===== config.mk =====
export PLATFORM = sky130hd
export DESIGN_NAME = stable_priority_queue
export DESIGN_NICKNAME = d
export VERILOG_FILES = /design/src/rtl/core/spq_pkg.sv /design/src/rtl/core/stable_priority_queue.sv
export SDC_FILE = /design/constraint.sdc
export NUM_CORES = 2
export LEC_CHECK = 0
export ABC_AREA = 1
export BUFFER_PORTS_ARGS = -buffer_cell sky130_fd_sc_hd__clkbuf_2
export CAP_MARGIN = 20
export CORE_MARGIN = 1.5
export CORE_UTILIZATION = 50
export DETAILED_ROUTE_END_ITERATION = 8
export PLACE_DENSITY = 0.68
export SLEW_MARGIN = 30
export SYNTH_ARGS = -nofsm -noshare
export SYNTH_HDL_FRONTEND = slang
export SYNTH_SLANG_ARGS = --single-unit

===== constraint.sdc =====
create_clock -name clk -period 13.3 [get_ports clk]
set_clock_uncertainty 0.1 [all_clocks]
set_input_delay 1.995 -clock clk [delete_from_list [all_inputs] [get_ports clk]]
set_output_delay 1.995 -clock clk [all_outputs]
set_load 0.005 [all_outputs]

===== src/rtl/core/spq_pkg.sv =====
`timescale 1ns / 1ps
package spq_pkg;

  typedef enum logic [2:0] {
    MODE_ENQUEUE   = 3'd0,
    MODE_POP_FRONT = 3'd1,
    MODE_POP_EXACT = 3'd2,
    MODE_POP_MIN   = 3'd3,
    MODE_CLEAR     = 3'd4
  } mode_t;

  typedef enum logic [4:0] {
    ST_IDLE  = 5'b00001,
    ST_INS   = 5'b00010,
    ST_FIND  = 5'b00100,
    ST_SHIFT = 5'b01000,
    ST_HOLD  = 5'b10000
  } state_t;

  localparam int unsigned IN_DATA_W  = 72;
  localparam int unsigned OUT_DATA_W = 112;
  localparam int unsigned ID_W       = 32;
  localparam int unsigned PRIO_W     = 8;
  localparam int unsigned FIELD_PAY_W = 64;
  localparam int unsigned COUNT_W    = 5;

endpackage


===== src/rtl/core/stable_priority_queue.sv =====
`timescale 1ns / 1ps
// channel   dir  tdata (low bit first)                              tuser
// s_*       in   priority_req[7:0], payload[71:8]                   mode[2:0]
// m_*       out  out_id[31:0], out_priority[39:32],                 ok[0]
//                out_payload[103:40], count[108:104], is_empty[109]
// entries sit in one sync ram (one read, one write port), sorted head first.
// enqueue: entries of lower priority are moved back one slot, then the new entry is
// written into the gap. pops scan from the head for a match, then move the entries
// behind it forward; clear and refused operations go straight to the result. one item is
// in work at a time and s_tready returns as the result is loaded into the output register;
// the ram's single read port, one entry per cycle, sets the pace of each step.
// rst empties the queue and sets the next id to 1; the ram is not cleared.
// a stalled result holds in the output register while the next item is taken in.
module stable_priority_queue
  import spq_pkg::*;
#(
  parameter int unsigned CAPACITY     = 16,
  parameter int unsigned PAYLOAD_BITS = 64
) (
  input  logic                  clk,
  input  logic                  rst,
  input  logic                  s_tvalid,
  output logic                  s_tready,
  input  logic [IN_DATA_W-1:0]  s_tdata,   // priority_req, payload
  input  logic [2:0]            s_tuser,   // mode
  output logic                  m_tvalid,
  input  logic                  m_tready,
  output logic [OUT_DATA_W-1:0] m_tdata,   // out_id, out_priority, out_payload, count, is_empty
  output logic [0:0]            m_tuser    // ok
);

  localparam int unsigned AW = (CAPACITY > 1) ? $clog2(CAPACITY) : 1;
  localparam int unsigned CW = $clog2(CAPACITY + 1);

  typedef struct packed {
    logic [PRIO_W-1:0]       prio;
    logic [ID_W-1:0]         id;
    logic [PAYLOAD_BITS-1:0] pay;
  } entry_t;

  entry_t mem [CAPACITY];
  entry_t rd_data;
  entry_t wr_data;
  logic [AW-1:0] rd_addr;
  logic [AW-1:0] wr_addr;
  logic          wr_en;

  state_t state;
  mode_t  mode_r;
  logic [PRIO_W-1:0]       prio_r;
  logic [PAYLOAD_BITS-1:0] pay_r;
  logic [CW-1:0]           fill;
  logic [CW-1:0]           idx;
  logic [ID_W-1:0]         next_id;

  logic                    res_ok;
  logic [ID_W-1:0]         res_id;
  logic [PRIO_W-1:0]       res_prio;
  logic [PAYLOAD_BITS-1:0] res_pay;

  logic [CW-1:0] fill_m1;
  logic [CW:0]   idx_p1;
  logic [CW:0]   idx_p2;
  logic [CW-1:0] idx_m1;
  logic [CW-1:0] idx_m2;
  logic          accept;
  logic          out_free;
  logic          find_hit;
  logic          find_stop;
  logic          at_last;
  mode_t         in_mode;
  logic [CW+4:0] count_ext;
  entry_t        new_entry;

  assign fill_m1   = fill - 1'b1;
  assign idx_p1    = {1'b0, idx} + 1'b1;
  assign idx_p2    = {1'b0, idx} + 2'd2;
  assign idx_m1    = idx - 1'b1;
  assign idx_m2    = idx - 2'd2;
  assign in_mode   = mode_t'(s_tuser);
  assign out_free  = !m_tvalid || m_tready;
  assign s_tready  = (state == ST_IDLE);
  assign accept    = s_tvalid && s_tready;
  assign at_last   = (idx_p1 == {1'b0, fill});
  assign new_entry = '{prio: prio_r, id: next_id, pay: pay_r};
  assign count_ext = {5'd0, fill};

  always_comb begin
    unique case (mode_r)
      MODE_POP_EXACT: begin
        find_hit  = (rd_data.prio == prio_r);
        find_stop = (rd_data.prio < prio_r) || at_last;
      end
      MODE_POP_MIN: begin
        find_hit  = (rd_data.prio >= prio_r);
        find_stop = 1'b1;
      end
      default: begin
        find_hit  = 1'b1;
        find_stop = 1'b1;
      end
    endcase
  end

  // ram port control
  always_comb begin
    rd_addr = '0;
    wr_en   = 1'b0;
    wr_addr = idx[AW-1:0];
    wr_data = new_entry;
    unique case (state)
      ST_IDLE: begin
        rd_addr = (in_mode == MODE_ENQUEUE) ? fill_m1[AW-1:0] : '0;
      end
      ST_INS: begin
        rd_addr = idx_m2[AW-1:0];
        wr_en   = 1'b1;
        if (idx != '0 && rd_data.prio < prio_r) begin
          wr_data = rd_data;
        end
      end
      ST_FIND: begin
        rd_addr = idx_p1[AW-1:0];
      end
      ST_SHIFT: begin
        rd_addr = idx_p2[AW-1:0];
        wr_data = rd_data;
        wr_en   = !at_last;
      end
      ST_HOLD: begin
        rd_addr = '0;
      end
      default: begin
        rd_addr = '0;
      end
    endcase
  end

  always_ff @(posedge clk) begin
    rd_data <= mem[rd_addr];
    if (wr_en) begin
      mem[wr_addr] <= wr_data;
    end
  end

  always_ff @(posedge clk) begin
    if (rst) begin
      state    <= ST_IDLE;
      fill     <= '0;
      next_id  <= 32'd1;
      m_tvalid <= 1'b0;
    end else begin
      if (m_tvalid && m_tready && state != ST_HOLD) begin
        m_tvalid <= 1'b0;
      end
      unique case (state)
        ST_IDLE: begin
          if (accept) begin
            mode_r   <= in_mode;
            prio_r   <= s_tdata[PRIO_W-1:0];
            pay_r    <= s_tdata[PRIO_W +: PAYLOAD_BITS];
            res_id   <= '0;
            res_prio <= '0;
            res_pay  <= '0;
            unique case (in_mode)
              MODE_ENQUEUE: begin
                res_ok <= 1'b0;
                if (fill != CW'(CAPACITY)) begin
                  idx   <= fill;
                  state <= ST_INS;
                end else begin
                  idx   <= '0;
                  state <= ST_HOLD;
                end
              end
              MODE_POP_FRONT, MODE_POP_EXACT, MODE_POP_MIN: begin
                res_ok <= 1'b0;
                idx    <= '0;
                state  <= (fill != '0) ? ST_FIND : ST_HOLD;
              end
              MODE_CLEAR: begin
                fill   <= '0;
                res_ok <= 1'b1;
                idx    <= '0;
                state  <= ST_HOLD;
              end
              default: begin
                res_ok <= 1'b0;
                idx    <= '0;
                state  <= ST_HOLD;
              end
            endcase
          end
        end
        ST_INS: begin
          // move lower-priority entries back one slot until the gap is in place
          if (idx != '0 && rd_data.prio < prio_r) begin
            idx <= idx_m1;
          end else begin
            fill     <= fill + 1'b1;
            next_id  <= next_id + 1'b1;
            res_ok   <= 1'b1;
            res_id   <= next_id;
            res_prio <= prio_r;
            res_pay  <= pay_r;
            state    <= ST_HOLD;
          end
        end
        ST_FIND: begin
          if (find_hit) begin
            res_ok   <= 1'b1;
            res_id   <= rd_data.id;
            res_prio <= rd_data.prio;
            res_pay  <= rd_data.pay;
            state    <= ST_SHIFT;
          end else if (find_stop) begin
            state <= ST_HOLD;
          end else begin
            idx <= idx_p1[CW-1:0];
          end
        end
        ST_SHIFT: begin
          // close the hole, one entry forward per cycle
          if (at_last) begin
            fill  <= fill_m1;
            state <= ST_HOLD;
          end else begin
            idx <= idx_p1[CW-1:0];
          end
        end
        ST_HOLD: begin
          if (out_free) begin
            m_tvalid   <= 1'b1;
            m_tuser[0] <= res_ok;
            m_tdata    <= {2'b00, (fill == '0), count_ext[COUNT_W-1:0],
                           FIELD_PAY_W'(res_pay), res_prio, res_id};
            state      <= ST_IDLE;
          end
        end
        default: begin
          state <= ST_IDLE;
        end
      endcase
    end
  end

endmodule

==> impl_metrics.ini <==
[cts]
clock_latency_ns = 0.87
cts_buffers = 210
path_clk_slew_ns = 0.06
h-tree-depth = 4
cts_resized = 0
cts_tree = yes
cts_setup_buffers = 0
numClockSinks = 2107
cts-hold-fix-buffers = 0
root_buffer = clkbuf_16
clock_path_buffers = 3

[pwr]
power_density_mw_per_mm2 = 163.2
irDropWorstVdd_uv = 169.7
total_power_mw = 16.49
p_leak_nw = 41.21

[logic_synthesis]
syn_inst = 8466
async_flop_share = 0
synthMuxAreaShare = 0
yosysUniqueCellTypes = 41
synth-xor-area-share = 0.002610
synth-seq-cells = 2107
synth_edf_count = 1960
synth_top_area_frac = 0.6497
syn-cell-area_mm2 = 0.09059
yosys_warnings = 0
synth_ff_type = edfxtp_1
synth_top_family_by_area = simple AND/OR/NAND/NOR gates
synth_fa_ha_area_frac = 0.002293
synth_common_cells = 1,960 x edfxtp_1, 1,735 x inv_1, 1,390 x nand3_1, 1,371 x nand2_1, 740 x nand4_1
yosysTopAreaCell = edfxtp_1
yosysMostFrequentCell = edfxtp_1
synth.area.top_cells = edfxtp_1 65%, nand3_1 7.7%, inv_1 7.2%
synth.avg_cell_area_um2 = 10.70
synth_compound_area_frac = 0.02188
synth-simple-area-share = 0.1913
seq_area_frac_synth = 0.6822

[floorplan]
die_y_um = 428.7
dieArea_mm2 = 0.1837
die_x_um = 428.7
io_pins = 194
start_util = 0.5023
num_rows = 156
core_mm2 = 0.1804

[place]
io_buffers = 191
dpl-instance-area_mm2 = 0.09401
gp_congestion = 0.8732
dp.final_hpwl_mm = 114.2

[timing]
post-route-min-period_ns = 6.389
slew_viol_final = 0
fin_setup_tns_ns = 0
tightestPinTransition_ns = 1.108
final-hold-violation-count = 0
rsz0062_at_grt = false
fin_crit_sh = 0.4803
holdWs_ns = 0.3049
relSlewSlack = 0.2610
fmax_mhz = 156.5
setup_viol = 0

[worst_setup_path]
crit_buf_inv = 6
crit_arrival_ns = 7.02
crit_cells = 15
startpoint_type = input pin
path_class = in2reg
critPathTopFamily = simple AND/OR/NAND/NOR gates
cp_max_fo = 99
cp.required_ns = 13.93
max_stage_delay_ns = 0.92
reg2reg_slack_ns = 7.11
slowest_stage = nand3_4
reg2regPathDepth = 14
r2r-end = rd_data[19]
critPathCapture = rd_data[103]
worstSetupStartpoint = s_tuser[1]
rr_startpoint = state[4]
end_kind = register
path_cells = clkbuf_2 > nor2_1 > inv_1 > nor2_2 > nand3_4 > nand3_4 > buf_4 > buf_12 > buf_16 > buf_16 > nand2_1 > nand3_1 > nand3_1 > nand3_1 > nand2_1
critPathMostFrequentCell = nand3_1

[routing]
vias = 62970
wire_per_inst_um = 21.72
drt_first_pass_iters = 7
wl_mm = 240.0
drc_errors = 0
drt_iter0_drc = 7403
postRouteAntennaNets = 0
viasPerCell = 5.699

[global_route]
grtUsageTotal = 0.2580
grt_max_degree = 210
overflow = 0
antenna_found_initial = 1
grt_pass1_wl_mm = 364.9
grt_pass1_vias = 60767

[min_path]
hold_class = reg2reg

[cells_and_area]
drive_gt1_frac = 0.08550
areaGrowthSynthToFinish_pct = 11.49
stdcell_area_mm2 = 0.1010
fin_nets = 8588

[job]
drv_cap = 0

[outcome]
status = finished, final reports clean
==> final cells by class <==
class / instances / area, um^2
fill: 14866 / 79350
sequential: 2107 / 61800
multi-input combinational: 4050 / 20030
inverter: 1743 / 6573
clock buffer: 299 / 5862
tap: 2370 / 2965
timing repair buffer: 381 / 2825
clock inverter: 98 / 945.9
antenna: 2 / 5.005
==> layer usage <==
layer  routed length (um)  GRT usage  part of all wire  up-vias
met3                22440    0.04133             0.094      568
met1                95750     0.3494              0.40    30423
met2               112900     0.4195              0.47     3181
li1                     -          -                 -    28796
met5                   13          0          0.000054        -
met4                 8903    0.09964             0.037        2
==> through the flow <==
stage	util	setup WS, ns	std cells
2_1_floorplan	-	2.595	8467
3_3_place_gp	0.5203	6.526	10641
3_5_place_dp	0.5212	6.265	10646
4_1_cts	0.5590	6.817	11043
5_1_grt	0.5600	6.691	11048
6_report	0.5600	6.911	11050
==> registers in the layout, summed over array words and instances, names as in the netlist <==
name / cells
fill: 5
idx: 5
m_tdata: 110
m_tuser: 1
m_tvalid: 1
mem: 1664
mode_r: 3
next_id: 32
pay_r: 64
prio_r: 8
rd_data: 104
res_id: 32
res_ok: 1
res_pay: 64
res_prio: 8
state: 5
==> cell families after synthesis <==
| logic type | count (synthesis) |
|---|---|
| DFF | 2107 |
| buffers and inverters | 2310 |
| and+or+nand+nor | 3624 |
| other | 1 |
| adders and majority gates | 16 |
| xor gates and xnor gates | 27 |
| AOI/OAI and AO/OA | 381 |
==> worst min path at each step <==
stage / start / endpoint / slack [ns] / cells after the start
final: res_pay[40] / m_tdata[80] / 0.30 / 0
after CTS: res_pay[19] / m_tdata[59] / 0.31 / 0
after floorplan: res_id[0] / m_tdata[0] / 0.30 / 0
after global routing: res_pay[40] / m_tdata[80] / 0.31 / 0
after global placement: res_prio[0] / m_tdata[32] / 0.30 / 0
after detailed placement: res_pay[63] / m_tdata[103] / 0.30 / 0
==> cells in the final DEF, fill, tap and decap left out, types with 8 or more instances in the layout <==
cell type / count
o21ai_2: 9
buf_12: 19
buf_6: 12
clkinv_2: 41
buf_16: 8
inv_1: 1735
nand4_1: 740
o21ai_0: 191
xor2_1: 25
clkbuf_1: 64
a21oi_1: 38
clkbuf_16: 212
clkbuf_2: 191
nor2_4: 18
clkbuf_8: 23
clkinv_1: 28
edfxtp_1: 1960
o21ai_1: 100
buf_4: 151
nand2_1: 1369
o22ai_1: 34
nand3_1: 1387
dfxtp_1: 147
nor3_1: 26
bufinv_16: 12
nor2_1: 52
ha_1: 15
==> where the power goes <==
group | internal, mW | leakage (nW) | switching, mW
combinational | 0.684 | 18.9 | 1.93
sequential | 7.87 | 19.0 | 0.165
clock | 3.31 | 3.34 | 2.52
Note: power is estimated with default switching activity, not from simulation.
